`config.mk`:
```
export PLATFORM = sky130hd
export DESIGN_NAME = scoped_symbol_table_flat
export DESIGN_NICKNAME = d
export VERILOG_FILES = /design/src/hdl/sst_pkg.sv /design/src/hdl/sst_req_if.sv /design/src/hdl/sst_rsp_if.sv /design/src/hdl/sst_ctrl.sv /design/src/hdl/sst_dp.sv /design/src/hdl/scoped_symbol_table.sv /design/src/flat_wrapper.sv
export SDC_FILE = /design/constraint.sdc
export NUM_CORES = 2
export LEC_CHECK = 0
export BUFFER_PORTS_ARGS = -buffer_cell sky130_fd_sc_hd__buf_2
export CAP_MARGIN = 20
export CORE_ASPECT_RATIO = 1.25
export CORE_UTILIZATION = 40
export CTS_BUF_LIST = sky130_fd_sc_hd__clkbuf_2 sky130_fd_sc_hd__clkbuf_4 sky130_fd_sc_hd__clkbuf_8
export DETAILED_ROUTE_END_ITERATION = 8
export HOLD_SLACK_MARGIN = 0.15
export PLACE_DENSITY = 0.52
export SYNTH_ARGS = -nofsm -noshare
export SYNTH_HDL_FRONTEND = slang
export SYNTH_SLANG_ARGS = --single-unit
```
`constraint.sdc`:
```
create_clock -name clock -period 9.97 [get_ports clock]
set_input_delay 1.994 -clock clock [delete_from_list [all_inputs] [get_ports clock]]
set_output_delay 1.994 -clock clock [all_outputs]
set_load 0.005 [all_outputs]
```
`src/hdl/sst_pkg.sv`:
```
// shared constants, codes and types of the scoped symbol table
`timescale 1ns / 1ps
`default_nettype none

package sst_pkg;

   // table dimensions
   localparam int MAX_ENTRIES = 64;
   localparam int MAX_SCOPES  = 16;
   localparam int KEY_BITS    = 32;

   // variable addresses per scope
   localparam int ADDR_LIMIT = 64;

   // fixed field widths of the channels
   localparam int CMD_W       = 2;
   localparam int KEY_IN_W    = 32;
   localparam int TYPE_W      = 2;
   localparam int STATUS_W    = 3;
   localparam int LEVEL_W     = 4;
   localparam int ADDR_W      = 6;
   localparam int DEPTH_OUT_W = 5;

   // derived internal widths
   localparam int COUNT_W = $clog2(MAX_ENTRIES + 1);
   localparam int INDEX_W = $clog2(MAX_ENTRIES);
   localparam int DEPTH_W = $clog2(MAX_SCOPES + 1);
   localparam int SCOPE_W = (MAX_SCOPES > 1) ? $clog2(MAX_SCOPES) : 1;
   localparam int ACNT_W  = $clog2(ADDR_LIMIT + 1);

   // item commands
   typedef enum logic [CMD_W-1:0] {
      CMD_OPEN    = 2'd0,
      CMD_CLOSE   = 2'd1,
      CMD_DECLARE = 2'd2,
      CMD_FIND    = 2'd3
   } cmd_code_type;

   // result status codes
   typedef enum logic [STATUS_W-1:0] {
      ST_OK      = 3'd0,
      ST_TWICE   = 3'd1,
      ST_UNDECL  = 3'd2,
      ST_FULL    = 3'd3,
      ST_NOSCOPE = 3'd4
   } status_type;

   // object kinds and types
   localparam logic              KIND_VAR   = 1'b0;
   localparam logic              KIND_PROC  = 1'b1;
   localparam logic [TYPE_W-1:0] TYPE_UNDEF = 2'd0;
   localparam logic [TYPE_W-1:0] TYPE_INT   = 2'd1;
   localparam logic [TYPE_W-1:0] TYPE_BOOL  = 2'd2;

   // attributes of one stored entry
   typedef struct packed {
      logic [SCOPE_W-1:0] scope;
      logic               kind;
      logic [TYPE_W-1:0]  typ;
      logic [ADDR_W-1:0]  addr;
   } attr_type;

   // controller to datapath commands
   typedef struct packed {
      logic accept;
      logic scan_start;
      logic scan_step;
      logic commit;
   } sst_cmd_type;

   // datapath to controller status
   typedef struct packed {
      logic scan_busy;
   } sst_stat_type;

endpackage

`default_nettype wire

```
`src/hdl/sst_req_if.sv`:
```
// request channel interface of the scoped symbol table
`timescale 1ns / 1ps
`default_nettype none

interface sst_req_if import sst_pkg::*; ();
   logic                valid;
   logic                ready;
   logic [CMD_W-1:0]    command;
   logic [KEY_IN_W-1:0] name_key;
   logic                obj_kind;
   logic [TYPE_W-1:0]   obj_type;

   modport source (output valid, command, name_key, obj_kind, obj_type, input ready);
   modport sink   (input valid, command, name_key, obj_kind, obj_type, output ready);
endinterface

`default_nettype wire

```
`src/hdl/sst_rsp_if.sv`:
```
// response channel interface of the scoped symbol table
`timescale 1ns / 1ps
`default_nettype none

interface sst_rsp_if import sst_pkg::*; ();
   logic                   valid;
   logic                   ready;
   logic [STATUS_W-1:0]    status;
   logic                   found_kind;
   logic [TYPE_W-1:0]      found_type;
   logic [LEVEL_W-1:0]     found_level;
   logic [ADDR_W-1:0]      found_addr;
   logic [DEPTH_OUT_W-1:0] depth;

   modport source (output valid, status, found_kind, found_type, found_level, found_addr,
                   depth, input ready);
   modport sink   (input valid, status, found_kind, found_type, found_level, found_addr,
                   depth, output ready);
endinterface

`default_nettype wire

```
`src/hdl/sst_ctrl.sv`:
```
// control state machine of the scoped symbol table
`timescale 1ns / 1ps
`default_nettype none

module sst_ctrl import sst_pkg::*; (
   input  wire logic         clock,
   input  wire logic         reset,
   input  wire logic         req_valid,
   output logic              req_ready,
   output logic              rsp_valid,
   input  wire logic         rsp_ready,
   output sst_cmd_type       cmd,
   input  wire sst_stat_type stat
);

   typedef enum logic [1:0] {
      S_IDLE,
      S_START,
      S_SCAN,
      S_FINISH
   } state_type;

   state_type state_ff;
   logic      ready_ff;
   logic      rsp_valid_ff;
   logic      out_free;

   assign req_ready = ready_ff;
   assign rsp_valid = rsp_valid_ff;
   assign out_free  = !rsp_valid_ff || rsp_ready;

   // commands to the datapath
   always_comb begin
      cmd            = '0;
      cmd.accept     = (state_ff == S_IDLE) && ready_ff && req_valid;
      cmd.scan_start = (state_ff == S_START);
      cmd.scan_step  = (state_ff == S_SCAN);
      cmd.commit     = (state_ff == S_FINISH) && out_free;
   end

   // state and registered handshake outputs
   always_ff @(posedge clock) begin
      if (reset) begin
         state_ff     <= S_IDLE;
         ready_ff     <= 1'b1;
         rsp_valid_ff <= 1'b0;
      end else begin
         if (cmd.commit) begin
            rsp_valid_ff <= 1'b1;
         end else if (rsp_ready) begin
            rsp_valid_ff <= 1'b0;
         end
         case (state_ff)
            S_IDLE: begin
               if (cmd.accept) begin
                  state_ff <= S_START;
                  ready_ff <= 1'b0;
               end
            end
            S_START: begin
               state_ff <= S_SCAN;
            end
            S_SCAN: begin
               if (!stat.scan_busy) begin
                  state_ff <= S_FINISH;
               end
            end
            S_FINISH: begin
               if (cmd.commit) begin
                  state_ff <= S_IDLE;
                  ready_ff <= 1'b1;
               end
            end
            default: begin
               state_ff <= S_IDLE;
               ready_ff <= 1'b1;
            end
         endcase
      end
   end

endmodule

`default_nettype wire

```
`src/hdl/sst_dp.sv`:
```
// datapath of the scoped symbol table: entry memories, scope stack, scan and result
`timescale 1ns / 1ps
`default_nettype none

module sst_dp import sst_pkg::*; (
   input  wire logic                   clock,
   input  wire logic                   reset,
   input  wire sst_cmd_type            cmd,
   output sst_stat_type                stat,
   input  wire logic [CMD_W-1:0]       req_command,
   input  wire logic [KEY_IN_W-1:0]    req_name_key,
   input  wire logic                   req_obj_kind,
   input  wire logic [TYPE_W-1:0]      req_obj_type,
   output logic [STATUS_W-1:0]         rsp_status,
   output logic                        rsp_found_kind,
   output logic [TYPE_W-1:0]           rsp_found_type,
   output logic [LEVEL_W-1:0]          rsp_found_level,
   output logic [ADDR_W-1:0]           rsp_found_addr,
   output logic [DEPTH_OUT_W-1:0]      rsp_depth
);

   // held item
   cmd_code_type        cmd_ff;
   logic [KEY_BITS-1:0] key_ff;
   logic                kind_ff;
   logic [TYPE_W-1:0]   type_ff;

   // table state
   logic [COUNT_W-1:0]  count_ff;
   logic [DEPTH_W-1:0]  depth_ff;
   logic [COUNT_W-1:0]  scope_base_ff [MAX_SCOPES];
   logic [ACNT_W-1:0]   scope_next_ff [MAX_SCOPES];
   logic [KEY_BITS-1:0] keys_mem      [MAX_ENTRIES];
   attr_type            attrs_mem     [MAX_ENTRIES];

   // scan pipeline
   logic [COUNT_W-1:0]  idx_ff;
   logic                rd_vld_ff;
   logic [KEY_BITS-1:0] rd_key_ff;
   attr_type            rd_attr_ff;
   logic                hit_ff;
   attr_type            hit_attr_ff;
   logic                dup_ff;

   // result registers
   status_type          out_status_ff;
   attr_type            out_attr_ff;
   logic [DEPTH_W-1:0]  out_depth_ff;

   // decode of current state
   logic [DEPTH_W-1:0]  depth_m1;
   logic [SCOPE_W-1:0]  top_idx;
   logic [SCOPE_W-1:0]  open_idx;
   logic [COUNT_W-1:0]  top_base;
   logic [ACNT_W-1:0]   top_next;
   logic                depth_zero;
   logic                depth_full;
   logic                table_full;
   logic                addr_full;
   logic                issue;
   logic                is_match;

   // commit decisions
   status_type          status_in;
   attr_type            out_attr_in;
   attr_type            new_attr;
   logic [DEPTH_W-1:0]  depth_in;
   logic [COUNT_W-1:0]  count_in;
   logic                do_open;
   logic                do_decl;

   assign depth_m1   = depth_ff - DEPTH_W'(1);
   assign top_idx    = depth_m1[SCOPE_W-1:0];
   assign open_idx   = depth_ff[SCOPE_W-1:0];
   assign top_base   = scope_base_ff[top_idx];
   assign top_next   = scope_next_ff[top_idx];
   assign depth_zero = (depth_ff == '0);
   assign depth_full = (depth_ff == DEPTH_W'(MAX_SCOPES));
   assign table_full = (count_ff == COUNT_W'(MAX_ENTRIES));
   assign addr_full  = (top_next >= ACNT_W'(ADDR_LIMIT));
   assign issue      = cmd.scan_step && (idx_ff < count_ff);
   assign is_match   = rd_vld_ff && (rd_key_ff == key_ff);

   assign stat.scan_busy = (idx_ff < count_ff) || rd_vld_ff;

   // entry built by a declare
   always_comb begin
      new_attr       = '0;
      new_attr.scope = top_idx;
      new_attr.kind  = kind_ff;
      new_attr.typ   = type_ff;
      new_attr.addr  = (kind_ff == KIND_VAR) ? top_next[ADDR_W-1:0] : '0;
   end

   // per-command outcome at commit
   always_comb begin
      status_in   = ST_OK;
      out_attr_in = '0;
      depth_in    = depth_ff;
      count_in    = count_ff;
      do_open     = 1'b0;
      do_decl     = 1'b0;
      case (cmd_ff)
         CMD_OPEN: begin
            if (depth_full) begin
               status_in = ST_FULL;
            end else begin
               do_open  = 1'b1;
               depth_in = depth_ff + DEPTH_W'(1);
            end
         end
         CMD_CLOSE: begin
            if (depth_zero) begin
               status_in = ST_NOSCOPE;
            end else begin
               depth_in = depth_m1;
               count_in = top_base;
            end
         end
         CMD_DECLARE: begin
            if (depth_zero) begin
               status_in = ST_NOSCOPE;
            end else if (table_full || ((kind_ff == KIND_VAR) && addr_full)) begin
               status_in = ST_FULL;
            end else begin
               do_decl     = 1'b1;
               status_in   = dup_ff ? ST_TWICE : ST_OK;
               out_attr_in = new_attr;
               count_in    = count_ff + COUNT_W'(1);
            end
         end
         CMD_FIND: begin
            if (hit_ff) begin
               out_attr_in = hit_attr_ff;
            end else begin
               status_in = ST_UNDECL;
            end
         end
         default: begin
            status_in = ST_OK;
         end
      endcase
   end

   // item capture on transfer
   always_ff @(posedge clock) begin
      if (cmd.accept) begin
         cmd_ff  <= cmd_code_type'(req_command);
         key_ff  <= KEY_BITS'(req_name_key);
         kind_ff <= req_obj_kind;
         type_ff <= req_obj_type;
      end
   end

   // entry memories: one write port, one registered read port
   always_ff @(posedge clock) begin
      if (cmd.commit && do_decl) begin
         keys_mem[count_ff[INDEX_W-1:0]]  <= key_ff;
         attrs_mem[count_ff[INDEX_W-1:0]] <= new_attr;
      end
      rd_key_ff  <= keys_mem[idx_ff[INDEX_W-1:0]];
      rd_attr_ff <= attrs_mem[idx_ff[INDEX_W-1:0]];
   end

   // scan address, read valid and match tracking
   always_ff @(posedge clock) begin
      if (reset) begin
         idx_ff    <= '0;
         rd_vld_ff <= 1'b0;
         hit_ff    <= 1'b0;
         dup_ff    <= 1'b0;
      end else if (cmd.scan_start) begin
         rd_vld_ff <= 1'b0;
         hit_ff    <= 1'b0;
         dup_ff    <= 1'b0;
         case (cmd_ff)
            CMD_FIND:    idx_ff <= '0;
            CMD_DECLARE: idx_ff <= depth_zero ? count_ff : top_base;
            default:     idx_ff <= count_ff;
         endcase
      end else begin
         rd_vld_ff <= issue;
         if (issue) begin
            idx_ff <= idx_ff + COUNT_W'(1);
         end
         // a match in a later scope replaces the held one; earliest wins within a scope
         if (is_match) begin
            dup_ff <= 1'b1;
            if (!hit_ff || (rd_attr_ff.scope != hit_attr_ff.scope)) begin
               hit_ff      <= 1'b1;
               hit_attr_ff <= rd_attr_ff;
            end
         end
      end
   end

   // scope stack and counters
   always_ff @(posedge clock) begin
      if (reset) begin
         count_ff <= '0;
         depth_ff <= '0;
      end else if (cmd.commit) begin
         count_ff <= count_in;
         depth_ff <= depth_in;
      end
   end

   always_ff @(posedge clock) begin
      if (cmd.commit && do_open) begin
         scope_base_ff[open_idx] <= count_ff;
         scope_next_ff[open_idx] <= '0;
      end else if (cmd.commit && do_decl && (kind_ff == KIND_VAR)) begin
         scope_next_ff[top_idx] <= top_next + ACNT_W'(1);
      end
   end

   // result register
   always_ff @(posedge clock) begin
      if (cmd.commit) begin
         out_status_ff <= status_in;
         out_attr_ff   <= out_attr_in;
         out_depth_ff  <= depth_in;
      end
   end

   assign rsp_status      = out_status_ff;
   assign rsp_found_kind  = out_attr_ff.kind;
   assign rsp_found_type  = out_attr_ff.typ;
   assign rsp_found_level = LEVEL_W'(out_attr_ff.scope);
   assign rsp_found_addr  = out_attr_ff.addr;
   assign rsp_depth       = DEPTH_OUT_W'(out_depth_ff);

endmodule

`default_nettype wire

```
`src/hdl/scoped_symbol_table.sv`:
```
// top level of the scoped symbol table
//
//   channel    dir   carries
//   req_chan   in    command, name_key, obj_kind, obj_type
//   rsp_chan   out   status, found_kind, found_type, found_level, found_addr, depth
//
// one item at a time: each item passes the start, scan and finish states from
// transfer to result; open and close scan no entries, a declare scans the
// innermost scope and a find all stored entries, reading one entry per cycle
// from the entry memory through its registered port
// a new item is taken while the previous result still waits; its result is held
// until that one transfers; reset clears counters and state, not the memories
`timescale 1ns / 1ps
`default_nettype none

module scoped_symbol_table import sst_pkg::*; (
   input wire logic clock,
   input wire logic reset,
   sst_req_if.sink  req_chan,
   sst_rsp_if.source rsp_chan
);

   sst_cmd_type  cmd;
   sst_stat_type stat;

   // sequencing of each item
   sst_ctrl u_ctrl (
      .clock     (clock),
      .reset     (reset),
      .req_valid (req_chan.valid),
      .req_ready (req_chan.ready),
      .rsp_valid (rsp_chan.valid),
      .rsp_ready (rsp_chan.ready),
      .cmd       (cmd),
      .stat      (stat)
   );

   // storage, scan and result
   sst_dp u_dp (
      .clock           (clock),
      .reset           (reset),
      .cmd             (cmd),
      .stat            (stat),
      .req_command     (req_chan.command),
      .req_name_key    (req_chan.name_key),
      .req_obj_kind    (req_chan.obj_kind),
      .req_obj_type    (req_chan.obj_type),
      .rsp_status      (rsp_chan.status),
      .rsp_found_kind  (rsp_chan.found_kind),
      .rsp_found_type  (rsp_chan.found_type),
      .rsp_found_level (rsp_chan.found_level),
      .rsp_found_addr  (rsp_chan.found_addr),
      .rsp_depth       (rsp_chan.depth)
   );

endmodule

`default_nettype wire

```
`src/flat_wrapper.sv`:
```
// flat-port wrapper written by rule: the top's interface ports become plain ports
module scoped_symbol_table_flat import sst_pkg::*;
  (clock, reset, req_chan_valid, req_chan_command, req_chan_name_key, req_chan_obj_kind, req_chan_obj_type, req_chan_ready, rsp_chan_valid, rsp_chan_status, rsp_chan_found_kind, rsp_chan_found_type, rsp_chan_found_level, rsp_chan_found_addr, rsp_chan_depth, rsp_chan_ready);
  sst_req_if req_chan_i ();
  sst_rsp_if rsp_chan_i ();
  input wire logic clock;
  input wire logic reset;
  input wire logic [$bits(req_chan_i.valid)-1:0] req_chan_valid;
  input wire logic [$bits(req_chan_i.command)-1:0] req_chan_command;
  input wire logic [$bits(req_chan_i.name_key)-1:0] req_chan_name_key;
  input wire logic [$bits(req_chan_i.obj_kind)-1:0] req_chan_obj_kind;
  input wire logic [$bits(req_chan_i.obj_type)-1:0] req_chan_obj_type;
  output wire logic [$bits(req_chan_i.ready)-1:0] req_chan_ready;
  output wire logic [$bits(rsp_chan_i.valid)-1:0] rsp_chan_valid;
  output wire logic [$bits(rsp_chan_i.status)-1:0] rsp_chan_status;
  output wire logic [$bits(rsp_chan_i.found_kind)-1:0] rsp_chan_found_kind;
  output wire logic [$bits(rsp_chan_i.found_type)-1:0] rsp_chan_found_type;
  output wire logic [$bits(rsp_chan_i.found_level)-1:0] rsp_chan_found_level;
  output wire logic [$bits(rsp_chan_i.found_addr)-1:0] rsp_chan_found_addr;
  output wire logic [$bits(rsp_chan_i.depth)-1:0] rsp_chan_depth;
  input wire logic [$bits(rsp_chan_i.ready)-1:0] rsp_chan_ready;
  assign req_chan_i.valid = req_chan_valid;
  assign req_chan_i.command = req_chan_command;
  assign req_chan_i.name_key = req_chan_name_key;
  assign req_chan_i.obj_kind = req_chan_obj_kind;
  assign req_chan_i.obj_type = req_chan_obj_type;
  assign req_chan_ready = req_chan_i.ready;
  assign rsp_chan_valid = rsp_chan_i.valid;
  assign rsp_chan_status = rsp_chan_i.status;
  assign rsp_chan_found_kind = rsp_chan_i.found_kind;
  assign rsp_chan_found_type = rsp_chan_i.found_type;
  assign rsp_chan_found_level = rsp_chan_i.found_level;
  assign rsp_chan_found_addr = rsp_chan_i.found_addr;
  assign rsp_chan_depth = rsp_chan_i.depth;
  assign rsp_chan_i.ready = rsp_chan_ready;
  scoped_symbol_table u_core (.clock(clock), .reset(reset), .req_chan(req_chan_i), .rsp_chan(rsp_chan_i));
endmodule
```
==> metrics.json <==
{
  "wirelength": {"value": 362400, "unit": "um"},
  "crit_path_start_kind": {"value": "flop"},
  "grt_setup_unrepaired": {"value": "no"},
  "synth_edf_count": {"value": 3175},
  "worst_pin_slew": {"value": 1.128, "unit": "ns"},
  "crit_slowest_cell": {"value": "nor2_4"},
  "synth_area_leaders": {"value": "edfxtp_1 (77%), mux4_2 (18%), dfxtp_1 (1.1%)"},
  "synth-async-reset-ratio": {"value": 0, "unit": "%"},
  "drc": {"value": 0},
  "routed-via-count": {"value": 58770},
  "worst_case_headroom_to_the_max_slew_limit": {"value": 24.80, "unit": "%"},
  "grt_start_max_net_pins": {"value": 112},
  "die_area": {"value": 312600, "unit": "sq um"},
  "synthToLayoutAreaGrowth": {"value": 13.80, "unit": "%"},
  "slew_violations": {"value": 0},
  "cts.repair_timing.setup_buffer_count": {"value": 0},
  "layout.cells.most_common_list": {"value": "edfxtp_1 (3175), mux4_2 (966), clkbuf_8 (556)"},
  "chip_height": {"value": 624.8, "unit": "um"},
  "post-layout-total-power": {"value": 36.83, "unit": "mW"},
  "wl_per_cell": {"value": 35.24, "unit": "um"},
  "avgViaCountPerCell": {"value": 5.716},
  "number_of_search_and_repair_iterations_in_the_first_detailed_routing_pass": {"value": 5},
  "globalRouteTotalUtil": {"value": 23.23, "unit": "%"},
  "numPlacedInstances": {"value": 9341},
  "stdcell_count": {"value": 10280},
  "critical_path.cell_chain": {"value": "clkinv_2, ha_1, xnor2_2, inv_2, mux2i_1, o22a_1, nand2_1, buf_4, or4_1, buf_4, nor2_4, buf_4"},
  "yosys_register_bits": {"value": 3246},
  "slowest_delay": {"value": 0.75, "unit": "ns"},
  "netlist_instances": {"value": 5188},
  "crit_buf_inv": {"value": 5},
  "io_buffer_count": {"value": 63},
  "core.rowCount": {"value": 228},
  "timing.hold.worst.class": {"value": "reg2reg"},
  "most_common_library_cell_in_the_layout_ignoring_fill_and_taps": {"value": "edfxtp_1"},
  "synth_fp_nets": {"value": 5250},
  "final_period_util": {"value": 63.19, "unit": "%"},
  "maxClockFrequency": {"value": 158.7, "unit": "MHz"},
  "final_nets": {"value": 5809},
  "synth_seq_area_share": {"value": 77.95, "unit": "%"},
  "drt-initial-drc-count": {"value": 6623},
  "cts_tree": {"value": "yes"},
  "status": {"value": "finished, final reports clean"},
  "leak": {"value": 42.91, "unit": "nW"},
  "skew": {"value": 0.08305, "unit": "ns"},
  "total_standard_cell_area_after_synthesis": {"value": 124100, "unit": "sq um"},
  "synth_top_area_cell": {"value": "edfxtp_1"},
  "grt_overflow": {"value": 0},
  "setup_total_negative_slack": {"value": 0, "unit": "ns"},
  "cts_hold_repair.buffers": {"value": 0},
  "grt_first_pass_wirelength": {"value": 501000, "unit": "um"},
  "grt_pass1_vias": {"value": 60720},
  "vdd.ir_drop.worst": {"value": 0.2143, "unit": "mV"},
  "critical-path-top-cell-by-count": {"value": "buf_4"},
  "power_per_cell_area": {"value": 260.7, "unit": "nW/um^2"},
  "path_max_fanout": {"value": 25},
  "routabilityCongestion": {"value": 0.8476},
  "post-dp-hpwl": {"value": 226600, "unit": "um"},
  "post-route-util": {"value": 45.77, "unit": "%"},
  "post_synth.cell_area_avg": {"value": 23.93, "unit": "sq um"},
  "finalWorstPathRequiredPeriod": {"value": 6.300, "unit": "ns"},
  "fp.coreArea": {"value": 308700, "unit": "sq um"},
  "synth-warning-count": {"value": 0},
  "worstSkewPairLatency": {"value": 1.07, "unit": "ns"},
  "cap_viol_max_count": {"value": 0},
  "cts.htree.levels": {"value": 6},
  "synth_top_flop_cell": {"value": "edfxtp_1"},
  "antenna_found_initial": {"value": 41},
  "post_synth_num_cell_types": {"value": 69},
  "cp_top_family": {"value": "buffers and inverters"},
  "arrival": {"value": 6.99, "unit": "ns"},
  "final.hold.worst_slack": {"value": 0.4039, "unit": "ns"},
  "floorplan_die_width": {"value": 500.3, "unit": "um"},
  "hold_violations": {"value": 0},
  "max-clock-path-buffers": {"value": 4},
  "drive_gt1_share": {"value": 35.84, "unit": "%"},
  "number_of_buffers_added_by_the_clock_tree_synthesis_step": {"value": 536},
  "worst_setup_hold_path_clk_slew": {"value": 0.06, "unit": "ns"},
  "report.final.setup_viol": {"value": 0},
  "pin_count": {"value": 64},
  "number_of_gates_resized_after_cts": {"value": 0},
  "numClockSinks": {"value": 3246},
  "critical_path_required": {"value": 10.66, "unit": "ns"},
  "category_of_the_most_critical_setup_path": {"value": "reg2reg"},
  "cts_root_buffer": {"value": "clkbuf_8"},
  "floorplan.initialDensity": {"value": 40.22, "unit": "%"},
  "timing.critical_path.to_type": {"value": "flop"},
  "route.antenna.remaining_nets": {"value": 0},
  "fraction_of_synthesized_cell_area_taken_by_the_top_area_cell_type": {"value": 76.80, "unit": "%"}
}
-- sequential cells by signal (all words and copies together), names as in the netlist, 7 cells and up --
register / flops
u_core.u_dp.attrs_mem: 832
u_core.u_dp.scope_base_ff: 112
u_core.u_dp.rd_key_ff: 32
u_core.u_dp.scope_next_ff: 112
u_core.u_dp.idx_ff: 7
u_core.u_dp.count_ff: 7
u_core.u_dp.keys_mem: 2048
u_core.u_dp.rd_attr_ff: 13
u_core.u_dp.key_ff: 32
u_core.u_dp.hit_attr_ff: 13
-- cell usage after synthesis (all sizes together) (3+ instances only) --
library cell	instances
edfxtp	3175
a21oi	59
a21o	3
o22ai	6
nor4	12
clkbuf	136
a211oi	40
nor2	111
nand3	22
mux2i	58
nand4	11
nand2b	6
inv	23
buf	150
a22o	4
xnor2	35
mux4	966
xor2	10
or4	3
nand2	71
mux2	7
o31ai	3
and2	11
a31oi	9
or3	12
nor2b	35
a2111oi	3
or2	3
o21ai	34
ha	21
or4b	3
o32ai	5
and3	12
nor3	20
dfxtp	71
-- worst paths after layout --
path | startpoint | cells after the start | slack [ns] | endpoint
setup / recovery | u_core.u_dp.depth_ff[0] | 12 | 3.67 | u_core.u_dp.attrs_mem[8][1]
hold / removal | u_core.u_dp.rd_attr_ff[3] | 0 | 0.40 | u_core.u_dp.hit_attr_ff[3]
hold reg to reg | u_core.u_dp.rd_attr_ff[3] | 0 | 0.40 | u_core.u_dp.hit_attr_ff[3]
setup reg to reg | u_core.u_dp.depth_ff[0] | 12 | 3.67 | u_core.u_dp.attrs_mem[8][1]
-- layout make-up --
cell class / count / area [sq um]
antenna: 15 / 37.54
clock buffer: 727 / 8936
clock inverter: 191 / 1195
fill: 25870 / 167400
inverter: 25 / 96.34
multi-input combinational: 1631 / 26550
sequential: 3246 / 96790
tap: 4140 / 5180
timing repair buffer: 307 / 2490
-- stage by stage --
step,setup WS [ns],instance area (sq um)
2_1_floorplan,1.456,124100
3_3_place_gp,3.562,130700
3_5_place_dp,3.604,131000
4_1_cts,3.587,141100
5_1_grt,3.301,141300
6_report,3.670,141300
-- worst reg2reg max path: stages, from the launching register on --
cell and delay, ns:
dfxtp_4 0.68, clkinv_2 0.26, ha_1 0.40, xnor2_2 0.61, inv_2 0.34, mux2i_1 0.58, o22a_1 0.36, nand2_1 0.35
buf_4 0.31, or4_1 0.49, buf_4 0.30, nor2_4 0.77, buf_4 0.48
-- routing by layer --
layer  wire length (um)  up-vias  global-route usage (%)
met2             187600     2332                   40.28
met4               9014        2                   5.695
met5                 20        -                       0
li1                   -    23510                       -
met3              21810      530                   3.530
met1             144000    32400                   30.62
-- power breakdown --
group | total [mW] | switching, mW | leakage, nW | internal, mW
clock network | 11.4 | 5.32 | 5.34 | 6.05
logic | 9.56 | 5.84 | 8.27 | 3.72
registers | 15.9 | 0.304 | 29.3 | 15.6
-- logic make-up (layout without fill, tap and decap cells) --
group | count (synthesis) | count (layout) | synth area share, %
other cells | 0 | 15 | 0
fa+ha+maj | 21 | 21 | 0.2117
simple gates | 338 | 338 | 1.324
buf+inv | 311 | 1250 | 1.106
flops | 3246 | 3246 | 77.95
xor+xnor | 45 | 45 | 0.3235
compound gates | 196 | 196 | 1.032
mux | 1031 | 1031 | 18.06
No activity file was read; power rests on OpenSTA's default activity.
